**config.mk**
```make
export PLATFORM = sky130hd
export DESIGN_NAME = bfa_range_prep
export DESIGN_NICKNAME = d
export VERILOG_FILES = /design/src/rtl/core/bfa_pkg.sv /design/src/rtl/core/bfa_range_prep.sv
export SDC_FILE = /design/constraint.sdc
export NUM_CORES = 1
export LEC_CHECK = 0
export BUFFER_PORTS_ARGS = -buffer_cell sky130_fd_sc_hd__buf_2
export CORE_MARGIN = 4
export CORE_UTILIZATION = 33
export DETAILED_ROUTE_END_ITERATION = 10
export PLACE_DENSITY = 0.56
export SLEW_MARGIN = 20
export SYNTH_ARGS = -nofsm -noshare
export SYNTH_HDL_FRONTEND = slang
export SYNTH_SLANG_ARGS = --single-unit
```
**constraint.sdc**
```tcl
create_clock -name clk -period 10.37 [get_ports clk]
set_clock_uncertainty 0.2 [all_clocks]
set_input_delay 1.5555 -clock clk [delete_from_list [all_inputs] [get_ports clk]]
set_output_delay 1.5555 -clock clk [all_outputs]
set_load 0.02 [all_outputs]
```
**src/rtl/core/bfa_pkg.sv**
```systemverilog
// ----------------------------------------------------------------------------
// bfa_pkg
// shared constants, types and codes of the bitmap frame allocator
// ----------------------------------------------------------------------------
package bfa_pkg;

	// geometry; the word width is a power of two
	localparam int FRAMES     = 8192;
	localparam int PAGE_SHIFT = 12;
	localparam int WORD_BITS  = 32;

	localparam int NWORDS  = (FRAMES + WORD_BITS - 1) / WORD_BITS;
	localparam int WIDX_W  = (NWORDS > 1) ? $clog2(NWORDS) : 1;
	localparam int BIT_W   = $clog2(WORD_BITS);
	localparam int POP_W   = BIT_W + 1;
	localparam int FRAME_W = $clog2(FRAMES + 1);
	localparam int TOPB_W  = FRAME_W + PAGE_SHIFT;

	// field widths of the transactions
	localparam int ADDR_OUT_W  = 25;
	localparam int COUNT_OUT_W = 14;

	localparam logic [63:0] TOP_BYTES = 64'(FRAMES) << PAGE_SHIFT;

	typedef enum logic [1:0] {
		KIND_ALLOC   = 2'd0,
		KIND_FREE    = 2'd1,
		KIND_RESERVE = 2'd2,
		KIND_ADD     = 2'd3
	} kind_t;

	typedef enum logic [2:0] {
		ST_IDLE,
		ST_PREP,
		ST_SCAN,
		ST_DRAIN,
		ST_DONE
	} state_t;

	typedef struct packed {
		kind_t        kind;
		logic [31:0]  free_address;
		logic [63:0]  range_base;
		logic [63:0]  range_length;
		logic         region_usable;
	} bfa_in_t;

	typedef struct packed {
		logic [ADDR_OUT_W-1:0]  frame_address;
		logic                   out_of_memory;
		logic [COUNT_OUT_W-1:0] free_count;
		logic [COUNT_OUT_W-1:0] total_count;
	} bfa_out_t;

	// word span of one request, from the range preparation to the walker
	typedef struct packed {
		logic              valid;
		logic              empty;
		logic [WIDX_W-1:0] first_w;
		logic [WIDX_W-1:0] end_w;
		logic [BIT_W-1:0]  lo_bit;
		logic [POP_W-1:0]  hi_cnt;
	} bfa_span_t;

endpackage

```
**src/rtl/core/bfa_range_prep.sv**
```systemverilog
// ----------------------------------------------------------------------------
// bfa_range_prep
// turns a request into a span of bitmap words: clipped region end first,
// then page rounding and word/bit split
// ----------------------------------------------------------------------------
module bfa_range_prep (
	input  logic               clk,
	input  logic               arst_n,
	input  logic               go,
	input  bfa_pkg::bfa_in_t   request,
	output bfa_pkg::bfa_span_t span
);
	import bfa_pkg::*;

	// stage 1
	logic              v_s1;
	kind_t             kind_s1;
	logic              inr_s1;
	logic [TOPB_W-1:0] base_s1;
	logic [TOPB_W-1:0] end_s1;
	logic [FRAME_W-1:0] fidx_s1;

	logic [64:0]       sum_c;
	logic [TOPB_W-1:0] end_c;
	logic              base_in_c;
	logic [31:0]       fpage_c;
	logic              free_in_c;
	logic              inr_c;

	always_comb begin
		sum_c     = {1'b0, request.range_base} + {1'b0, request.range_length};
		base_in_c = request.range_base < TOP_BYTES;
		// saturate then clip at top of memory
		if (sum_c[64] || (sum_c[63:0] > TOP_BYTES)) begin
			end_c = TOP_BYTES[TOPB_W-1:0];
		end else begin
			end_c = sum_c[TOPB_W-1:0];
		end
		fpage_c   = request.free_address >> PAGE_SHIFT;
		free_in_c = fpage_c < 32'(FRAMES);
		case (request.kind)
			KIND_ALLOC:   inr_c = 1'b1;
			KIND_FREE:    inr_c = free_in_c;
			KIND_RESERVE: inr_c = base_in_c;
			KIND_ADD:     inr_c = base_in_c && request.region_usable;
			default:      inr_c = 1'b0;
		endcase
	end

	always_ff @(posedge clk or negedge arst_n) begin
		if (!arst_n) begin
			v_s1 <= 1'b0;
		end else begin
			v_s1 <= go;
		end
	end

	always_ff @(posedge clk) begin
		if (go) begin
			kind_s1 <= request.kind;
			inr_s1  <= inr_c;
			base_s1 <= request.range_base[TOPB_W-1:0];
			end_s1  <= end_c;
			fidx_s1 <= fpage_c[FRAME_W-1:0];
		end
	end

	// stage 2
	logic [FRAME_W-1:0] first_c;
	logic [FRAME_W-1:0] last_c;
	logic [FRAME_W-1:0] lastm1_c;
	logic [FRAME_W-1:0] fw_c;
	logic [FRAME_W-1:0] ew_c;
	logic [FRAME_W-1:0] base_pg_c;
	logic [FRAME_W-1:0] end_pg_c;
	logic               base_off_c;
	logic               end_off_c;

	always_comb begin
		base_pg_c  = FRAME_W'(base_s1 >> PAGE_SHIFT);
		end_pg_c   = FRAME_W'(end_s1 >> PAGE_SHIFT);
		base_off_c = |base_s1[PAGE_SHIFT-1:0];
		end_off_c  = |end_s1[PAGE_SHIFT-1:0];
		case (kind_s1)
			KIND_ALLOC: begin
				first_c = '0;
				last_c  = FRAME_W'(FRAMES);
			end
			KIND_FREE: begin
				first_c = fidx_s1;
				last_c  = fidx_s1 + FRAME_W'(1);
			end
			KIND_RESERVE: begin
				first_c = base_pg_c;
				last_c  = end_pg_c + FRAME_W'(end_off_c);
			end
			default: begin
				first_c = base_pg_c + FRAME_W'(base_off_c);
				last_c  = end_pg_c;
			end
		endcase
		lastm1_c = last_c - FRAME_W'(1);
		fw_c     = first_c >> BIT_W;
		ew_c     = lastm1_c >> BIT_W;
	end

	logic              vld_s2;
	logic              empty_s2;
	logic [WIDX_W-1:0] first_w_s2;
	logic [WIDX_W-1:0] end_w_s2;
	logic [BIT_W-1:0]  lo_bit_s2;
	logic [POP_W-1:0]  hi_cnt_s2;

	always_ff @(posedge clk or negedge arst_n) begin
		if (!arst_n) begin
			vld_s2 <= 1'b0;
		end else begin
			vld_s2 <= v_s1;
		end
	end

	always_ff @(posedge clk) begin
		if (v_s1) begin
			empty_s2   <= !inr_s1 || (last_c <= first_c);
			first_w_s2 <= fw_c[WIDX_W-1:0];
			end_w_s2   <= ew_c[WIDX_W-1:0];
			lo_bit_s2  <= first_c[BIT_W-1:0];
			hi_cnt_s2  <= {1'b0, lastm1_c[BIT_W-1:0]} + POP_W'(1);
		end
	end

	always_comb begin
		span.valid   = vld_s2;
		span.empty   = empty_s2;
		span.first_w = first_w_s2;
		span.end_w   = end_w_s2;
		span.lo_bit  = lo_bit_s2;
		span.hi_cnt  = hi_cnt_s2;
	end

endmodule
```
==> impl_metrics.ini, run 1 <==
[timing]
finalSetupTns_ns = 0
setup_viol = 0
hold_violations = 0
fmax_ghz = 0.170
relSlewSlack_pct = 31.6
finalMaxSlewViolations = 0
period_share_pct = 56.8
max_slew.worst_pin.slew_ns = 1.03
finalCriticalPeriod_ns = 5.89
hold_slack_ns = 0.407
rsz0062_at_grt = false

[place]
placed_cells = 1662
gp_congestion = 0.940
port_buffers = 182
dpl.hpwl_mm = 27.4

[die]
die_y_um = 179
core_sq_um = 28800
die_w_um = 179
io_pins = 195
die_area_sq_um = 32000
start_util_pct = 33.5
row_count = 62

[power]
irDropWorstVdd_uv = 75.7
p_per_area_nw_per_um2 = 121
p_sw_uw = 504
swShare_pct = 37.4
cell_internal_pwr_uw = 843
seq_power_share_pct = 37.2
leakage_nw = 4.33
clock_power_share_pct = 23.8
finalPower_mw = 1.35
p_comb_share_pct = 39.0

[global_routing]
antenna_found_initial = 0
grt_pass1_wl_mm = 49.6
overflow = 0
grt_max_degree = 71
grt_pass1_vias = 9039
grt_usage_pct = 19.8

[clock_network]
cts_setup_buffers = 0
clock-root-buffer = clkbuf_16
cts_made_buffers = 9
post_cts_resized = 0
clock_latency_ns = 0.35
cts_buffer_depth = 2
htree_levels = 3
cts.sinks = 99
cts_hold_buffers = 0
cts.clk_slew.worst_paths_ns = 0.07
cts_tree = done

[setup_path]
crit_slowest_cell = or4b_1
r2r_setup_slack_ns = 6.41
cpPeakStageDelay_ns = 0.65
crit_arrival_ns = 5.78
cp_max_fo = 26
path_buf_inv = 1
crit_end = end_s1[25]
crit_chain = buf_2 -> ha_1 -> a21oi_1 -> o21ai_1 -> a21oi_1 -> and3_1 -> o2111a_1 -> nand4_1 -> nor4bb_1 -> nand3_1 -> nor4_4 -> nand4b_4 -> or4b_1
cp_num_cells = 13
cp-start-kind = primary input
cp-end-kind = register
critical_path_class = in -> reg
critical_path.startpoint = request[52]
cp_common_cell = a21oi_1
r2r_start = end_s1[1]
reg2reg_depth = 12
cp.required_ns = 10.26
crit_family = simple AND/OR/NAND/NOR gates
r2r_end = end_w_s2[7]

[final_layout]
mostFrequentLayoutCell = buf_2
fin_util_pct = 38.7
drive_gt1_share_pct = 17.4
area_delta_synth_final_pct = 15.4
nets = 1540
layout_common_cells = buf_2 (181), nand2_1 (118), a21oi_1 (102), edfxtp_1 (97), nor2_1 (93)
antennaDiodeCount = 0
final_cells = 1678

[worst_hold_path]
hp-start = inr_s1
worst_hold_path_type = reg -> reg

[yosys]
syn-cell-area_sq_um = 9650
ys_seq_area_share_pct = 30.7
netlist_instances = 1142
yosysWarnings = 0
synth_edf_count = 97
synth_nets = 1393
synth-async-reset-ratio_pct = 2.02
synth.distinct_cells = 83
synth_area_per_cell_sq_um = 8.45
synthFlopType = edfxtp_1
synth_seq_cells = 99

[detailed_routing]
via_per_inst = 5.68
wl_per_cell_um = 19.5
vias = 9534
drt-total-wl_mm = 32.7
ant_nets = 0
drc = 0
first_pass_iters = 6
drt_iter0_drc = 734

[flow_run]
cap_violations = 0

[run_status]
outcome = finished clean
-- worst reg2reg max path: cells and delay by family (launching register included) --
family                   cells  cell delay (ns)
AO/OA/AOI/OAI                1             0.18
XOR/XNOR                     2             0.27
adder cells (fa/ha/maj)      2             0.47
flip-flops                   1             0.37
AND/OR/NAND/NOR              7             2.22
-- power by group through the flow --
stage,Combinational [mW],Sequential (mW),Clock [mW]
2_1_floorplan,0.336,0.523,0
3_3_place_gp,0.516,0.510,0
3_5_place_dp,0.517,0.510,0
4_1_cts,0.520,0.502,0.330
5_1_grt,0.577,0.505,0.347
6_report,0.526,0.501,0.320
-- metal layers --
layer	global-route usage, %	wire [um]	up-vias
met2	31.5	14700	342
met4	4.25	593	0
met1	28.9	15100	4510
li1	-	-	4651
met5	0	0	-
met3	2.38	2310	31
-- flip-flops by register name, summed over array words and instances, names as in the netlist, 2 cells and up --
name,cells
first_w_s2,8
end_w_s2,8
end_s1,26
kind_s1,2
base_s1,26
hi_cnt_s2,6
fidx_s1,14
lo_bit_s2,5
-- stage by stage --
stage	cell area (sq um)	setup WS, ns
floorplan	9650	5.23
global placement	10800	4.15
detailed placement	10800	4.20
CTS	11100	4.58
global route	11100	4.19
finish	11100	4.48
-- Yosys cell counts, types with 7 or more instances --
library cell  count  share of area, %
o22ai_1          11              0.71
ha_1             84                11
xor2_1           46               4.2
nor2_1           93               3.6
a31oi_1          15              0.97
nand4_1          42               2.7
edfxtp_1         97                30
o21ai_1          27               1.4
nand3_1          41               2.1
buf_2            17              0.88
a21oi_1         102               5.3
nor4_1           43               2.8
clkbuf_1         23              0.90
o21ai_0          48               2.5
nor2b_1           8              0.52
nand2b_1         10              0.65
a21o_1           18               1.4
nand2_1         118               4.6
nor3_1           31               1.6
inv_1            40               1.6
a22oi_1           7              0.54
and3_1           10              0.65
a211oi_1         11              0.86
or3_1             9              0.58
xnor2_1          39               3.5
o21a_1           11              0.86
and2_1            7              0.45
-- how the worst min path moves through the flow --
stage | to | slack (ns) | depth (start not counted)
3_3_place_gp | empty_s2 | 0.41 | 1
3_5_place_dp | empty_s2 | 0.41 | 1
6_report | empty_s2 | 0.41 | 1
5_1_grt | empty_s2 | 0.45 | 1
2_1_floorplan | empty_s2 | 0.32 | 1
4_1_cts | empty_s2 | 0.43 | 1
-- area by class of cell --
type | count | area (sq um)
Fill cell | 2988 | 17600
Multi-Input combinational cell | 955 | 6330
Sequential cell | 99 | 2960
Timing Repair Buffer | 184 | 928
Tap cell | 384 | 480
Clock buffer | 12 | 246
Inverter | 40 | 150
Clock inverter | 4 | 33.8
-- kinds of logic after synthesis --
| logic type | count (synthesis) | synth area share [%] |
|---|---|---|
| DFF | 99 | 30.7 |
| xor gates and xnor gates | 85 | 7.72 |
| AOI/OAI and AO/OA | 328 | 21.7 |
| muxes | 7 | 0.765 |
| buffers and inverters | 88 | 3.76 |
| adders and majority gates | 85 | 11.1 |
| and+or+nand+nor | 450 | 24.2 |
(Power assumes the default switching activity.)
==> run 2, diff against run 1 <==
--- a/config.mk
+++ b/config.mk
@@ -5,6 +5,7 @@
 export SDC_FILE = /design/constraint.sdc
 export NUM_CORES = 1
 export LEC_CHECK = 0
+export ABC_AREA = 1
 export BUFFER_PORTS_ARGS = -buffer_cell sky130_fd_sc_hd__buf_2
 export CORE_MARGIN = 4
 export CORE_UTILIZATION = 33
==> constraint.sdc (replaced) <==
create_clock -name clk -period 5.2 [get_ports clk]
set_clock_uncertainty 0.2 [all_clocks]
set_input_delay 0.78 -clock clk [delete_from_list [all_inputs] [get_ports clk]]
set_output_delay 0.78 -clock clk [all_outputs]
set_load 0.02 [all_outputs]
==> run 2 against run 1 <==
  * Cell count up 53%
  * Global-route usage down 0.10 points
  * Sequential share of layout area down 4.2 points
  * Synthesized area up 19%
  * Sequential cell count unchanged
  * Synthesized cell count up 68%
  * Total power up 110%
  * Largest cell class unchanged
  * Largest power group unchanged
  * Highest routed layer unchanged
==> impl_metrics.ini, run 2 <==
[worst_hold_path]
worst_hold_path_type = in -> reg

[final_layout]
drive_gt1_share_pct = 12.4
reg_top3 = base_s1 x26, end_s1 x26, fidx_s1 x14
area_delta_synth_final_pct = 15.0
mostFrequentLayoutCell = nand2_1
layout_common_cells = nand2_1 (714), inv_1 (410), buf_2 (181), nor2_1 (176), edfxtp_1 (97)
nets = 2354

[yosys]
synthFlopType = edfxtp_1
synth_nets = 2170
synth-async-reset-ratio_pct = 2.02
ys_top_cells_by_count = nand2_1 (714), inv_1 (410), nor2_1 (176)
synth_top_area_share_pct = 25.3
yosysWarnings = 0
synth.largest_area_cell = edfxtp_1
synth_seq_cells = 99
synth.distinct_cells = 51
synth_area_per_cell_sq_um = 6.00
ys_top_cells_by_area = edfxtp_1 (25%), nand2_1 (23%), inv_1 (13%)
netlist_instances = 1919
yosys.cell_count.top_type = nand2_1
synth_edf_count = 97
syn-cell-area_sq_um = 11500
ys_seq_area_share_pct = 25.7

[setup_path]
cp.required_ns = 5.14
crit_arrival_ns = 4.00
cp_max_fo = 13
critical_path_class = reg -> reg
cp-end-kind = register
cp-start-kind = register

[timing]
setup_viol = 0
max_slew.worst_pin.slew_ns = 1.04
setup_slack_ns = 1.14
finalCriticalPeriod_ns = 4.06
fmax_ghz = 0.246
finalMaxSlewViolations = 0
hold_violations = 0
relSlewSlack_pct = 30.5
rsz0062_at_grt = false
finalSetupTns_ns = 0
period_share_pct = 78.0

[die]
die_area_sq_um = 37900
die_y_um = 195
core_sq_um = 34500
die_w_um = 195
row_count = 68
start_util_pct = 33.4
io_pins = 195

[clock_network]
clock_latency_ns = 0.36
cts_tree = done
post_cts_resized = 0
cts_made_buffers = 9
cts.sinks = 99
cts_buffer_depth = 2
clock-root-buffer = clkbuf_16
htree_levels = 3
cts.clk_slew.worst_paths_ns = 0.07

[detailed_routing]
first_pass_iters = 5
ant_nets = 0
vias = 12000
via_per_inst = 4.70
drt_iter0_drc = 780
wl_per_cell_um = 15.0
drc = 0
drt-total-wl_mm = 38.5

[run_status]
outcome = finished clean

[global_routing]
overflow = 0
use_met2_pct = 34.9
grt_pass1_vias = 11400
grt.met3_usage_pct = 2.05
antenna_found_initial = 1
grt_usage_pct = 19.7
busiest_layer = met2
grt_max_degree = 71
grt_pass1_wl_mm = 59.3
met1_usage_pct = 26.0

[power]
leakage_nw = 7.32
p_per_area_nw_per_um2 = 211
irDropWorstVdd_uv = 155

[flow_run]
cap_violations = 0

[place]
pre_cts_slack_ns = 1.15
dpl.hpwl_mm = 34.0
gp_congestion = 0.926
port_buffers = 182
-- run 2: cell types whose count changed after synthesis, sizes merged, moves of 15 or more --
cell    change
xnor2      -33
a21oi      -24
a21o       -17
buf        -20
nand2     +604
xor2       -32
o21ai      -39
nand3      +47
nor4       -25
inv       +378
nor2      +117
clkbuf     -15
nand3b     +16
-- run 2: what timing repair did --
action / in CTS / in global routing
hold endpoints to repair: 2 / 0
setup endpoints to repair: 0 / 0
hold buffers: 1 / 0
buffers inserted: 0 / 0
-- run 2: where the power goes --
group | leakage [nW] | internal (mW) | switching (mW) | total, mW
logic | 6.22 | 0.382 | 0.772 | 1.15
registers | 0.963 | 0.960 | 0.0403 | 1.00
clock network | 0.131 | 0.330 | 0.304 | 0.633
-- run 2: worst max-delay path, cell delays in order, from the launching register on --
cell and delay (ns):
edfxtp_1 0.72, inv_1 0.30, nor2_1 0.15, buf_4 0.21
inv_1 0.07, buf_4 0.18, nor2_1 0.14, a41oi_1 0.13
nand2_1 0.12, a31oi_1 0.05, a21oi_1 0.36, ha_1 0.21
nand2_1 0.07, inv_1 0.08, nand3_1 0.08, nor4_1 0.33
inv_1 0.07, o311ai_0 0.35
-- run 2: cell type report --
type	instances	area, sq um
Sequential cell	99	2960
Clock buffer	10	229
Antenna cell	1	2.50
Multi-Input combinational cell	1389	6910
Tap cell	455	569
Fill cell	3872	21200
Timing Repair Buffer	186	946
Clock inverter	6	48.8
Inverter	418	1570
-- run 2: worst paths after layout --
path	startpoint	to	slack, ns	cells past startpoint
setup reg to reg	kind_s1[0]	empty_s2	1.14	17
setup / recovery	kind_s1[0]	empty_s2	1.14	17
max in group asynchronous	arst_n	vld_s2	4.17	2
hold / removal	request[143]	fidx_s1[2]	0.40	1
min in group asynchronous	arst_n	v_s1	0.53	2
hold reg to reg	inr_s1	empty_s2	0.41	1
-- run 2: kinds of logic (layout without fill, tap and decap cells) --
| family | Yosys count | in the layout | share of synthesized area (%) |
|---|---|---|---|
| compound gates | 156 | 156 | 7.78 |
| xor+xnor | 20 | 20 | 1.52 |
| fa+ha+maj | 85 | 85 | 9.30 |
| buf+inv | 431 | 620 | 14.3 |
| flops | 99 | 99 | 25.7 |
| other cells | 0 | 1 | 0 |
| simple gates | 1128 | 1128 | 41.4 |
-- run 2: metrics by stage --
| stage | util [%] | instance area, sq um | total power [mW] | std cells | hold WS, ns |
|---|---|---|---|---|---|
| detailed placement | 37.6 | 12900 | 2.16 | 2546 | 0.368 |
| floorplan | - | 11500 | 1.77 | 1919 | 0.284 |
| global placement | 37.6 | 12900 | 2.16 | 2546 | 0.365 |
| finish | 38.4 | 13200 | 2.79 | 2564 | 0.402 |
| CTS | 38.4 | 13200 | 2.80 | 2563 | 0.388 |
| global route | 38.4 | 13200 | 2.99 | 2564 | 0.387 |
-- run 2: routing by layer --
layer	part of all wire [%]	vias up	wire (um)
li1	-	6375	-
met3	4.9	40	1880
met1	46	5346	17700
met2	47	277	18100
met5	0	-	0
met4	2.0	0	769
==> run 3, diff against run 2 <==
==> constraint.sdc (replaced) <==
create_clock -name clk -period 3.3 [get_ports clk]
set_clock_uncertainty 0.2 [all_clocks]
set_input_delay 0.495 -clock clk [delete_from_list [all_inputs] [get_ports clk]]
set_output_delay 0.495 -clock clk [all_outputs]
set_load 0.02 [all_outputs]
==> run 3 against run 2 <==
  * The run now ends with negative setup slack left
  * Non-clock buffer count up 239
  * Sequential cell count unchanged
  * Clock power up 58%
  * Combinational power up 100%
  * Maximum frequency up 18%
  * Register-to-register slack worse by 1.3 ns
  * Sequential power up 58%
==> impl_metrics.ini, run 3 (synthesis results as in run 2) <==
[run_status]
outcome = finished with violations
violations = negative setup slack

[power]
irDropWorstVdd_uv = 252
p_per_area_nw_per_um2 = 316
leakage_nw = 8.53

[clock_network]
cts_buffer_depth = 2
cts.clk_slew.worst_paths_ns = 0.08
cts_tree = done
clock-root-buffer = clkbuf_16
clock_latency_ns = 0.35
htree_levels = 3
cts.sinks = 99
cts_made_buffers = 9

[die]
die_w_um = 195
start_util_pct = 33.4
core_sq_um = 34500
row_count = 68
die_area_sq_um = 37900
die_y_um = 195
io_pins = 195

[worst_hold_path]
min_path_cells = 1
hp-start = request[146]
whs_endpoint = fidx_s1[5]
worst_hold_path_type = in -> reg

[detailed_routing]
drc = 0
vias = 13000
drt_iter0_drc = 872
ant_nets = 0
drt-total-wl_mm = 41.0
first_pass_iters = 5
wl_per_cell_um = 14.6
via_per_inst = 4.65

[global_routing]
grt_pass1_vias = 12500
grt_usage_pct = 20.6
grt_pass1_wl_mm = 62.8
overflow = 0
grt_max_degree = 71
antenna_found_initial = 0

[flow_run]
cap_violations = 0

[timing]
hold_slack_ns = 0.114
relSlewSlack_pct = 31.0
setup_slack_ns = -0.127
hold_violations = 0
finalSetupTns_ns = -0.127
finalCriticalPeriod_ns = 3.43
finalMaxSlewViolations = 0
setup_viol = 1
period_share_pct = 104
fmax_ghz = 0.292
rsz0062_at_grt = true
max_slew.worst_pin.slew_ns = 1.03

[final_layout]
drive_gt1_share_pct = 24.6
layout_common_cells = nand2_1 (701), inv_1 (407), buf_4 (238), buf_2 (181), nor2_1 (160)
reg_top3 = base_s1 x26, end_s1 x26, fidx_s1 x14
regArea_sq_um = 2960
multi_input_area_sq_um = 7360
fillers = 3729
area_delta_synth_final_pct = 34.9
antennaDiodeCount = 0
nets = 2595
mostFrequentLayoutCell = nand2_1
fin_util_pct = 45.1

[setup_path]
cp-start-kind = register
cp_max_fo = 2
r2r_start = base_s1[5]
critical_path_class = reg -> reg
cp.required_ns = 3.19
reg2reg_depth = 15
crit_arrival_ns = 3.31
r2r_end = empty_s2
r2r_setup_slack_ns = -0.13
cp-end-kind = register

[place]
gp_congestion = 0.918
port_buffers = 182
dpl.hpwl_mm = 35.4
==> run 3: cell count changes in the layout (fill, tap and decap cells not counted), moves of 7 or more <==
cell,previous run,this run
buf_4,4,238
ha_1,84,67
ha_2,0,9
ha_4,0,8
nand2_1,714,701
nand2_2,8,19
nand3_1,85,76
nand3_2,3,11
nor2_1,176,160
nor2_2,31,44
nor4_1,19,12
==> run 3: final cells by class <==
cell class	instances	area share [%]
well taps	455	3.67
flip-flops and latches	99	19.1
multi-input cells	1391	47.4
clock buffers	10	1.47
inverters	418	10.1
clock inverters	6	0.314
repair buffers	425	18.0
==> run 3: worst max-delay path by stage <==
stage / from / endpoint / slack [ns] / depth (start not counted)
finish: base_s1[5] / empty_s2 / -0.13 / 15
global route: end_s1[6] / empty_s2 / -0.29 / 20
CTS: base_s1[6] / empty_s2 / -0.14 / 20
detailed placement: base_s1[5] / empty_s2 / -0.48 / 20
global placement: base_s1[5] / empty_s2 / -0.43 / 20
floorplan: end_s1[5] / empty_s2 / 0.14 / 20
==> run 3: per-stage QoR <==
step | worst slack, ns | area, sq um | cells | total power [mW]
5_1_grt | -0.290 | 15500 | 2804 | 5.24
3_5_place_dp | -0.484 | 14700 | 2770 | 3.80
3_3_place_gp | -0.435 | 14700 | 2770 | 3.78
4_1_cts | -0.145 | 15200 | 2797 | 4.86
6_report | -0.127 | 15500 | 2804 | 4.90
2_1_floorplan | 0.135 | 11500 | 1919 | 2.80
==> run 3: where the power goes <==
part / switching [mW] / internal (mW)
logic: 1.36 / 0.971
clock network: 0.480 / 0.520
registers: 0.0624 / 1.51
==> run 3: critical path: stages, from the launching register on <==
cell	delay [ns]
edfxtp_1	0.42
nor4_4	0.34
nand3_2	0.19
ha_4	0.22
ha_4	0.16
nand2_4	0.07
buf_4	0.10
a21oi_1	0.06
nor3_1	0.29
inv_1	0.09
ha_1	0.29
nand4_1	0.12
o221ai_1	0.30
nand2_1	0.11
o2111ai_2	0.08
o311ai_1	0.12
==> run 3: metal layers <==
metal	global-route usage, %	share of wire, %
met2	36.3	48
met5	0	0
met1	27.0	45
met4	6.10	3.0
met3	1.80	4.1
==> run 3: timing repair <==
action,CTS,global route
resized for setup,33,67
hold endpoints to repair,2,0
endpoints found under the setup margin,14,31
pin swaps,15,26
hold buffers,1,0
gates cloned,0,2
setup buffers,10,8
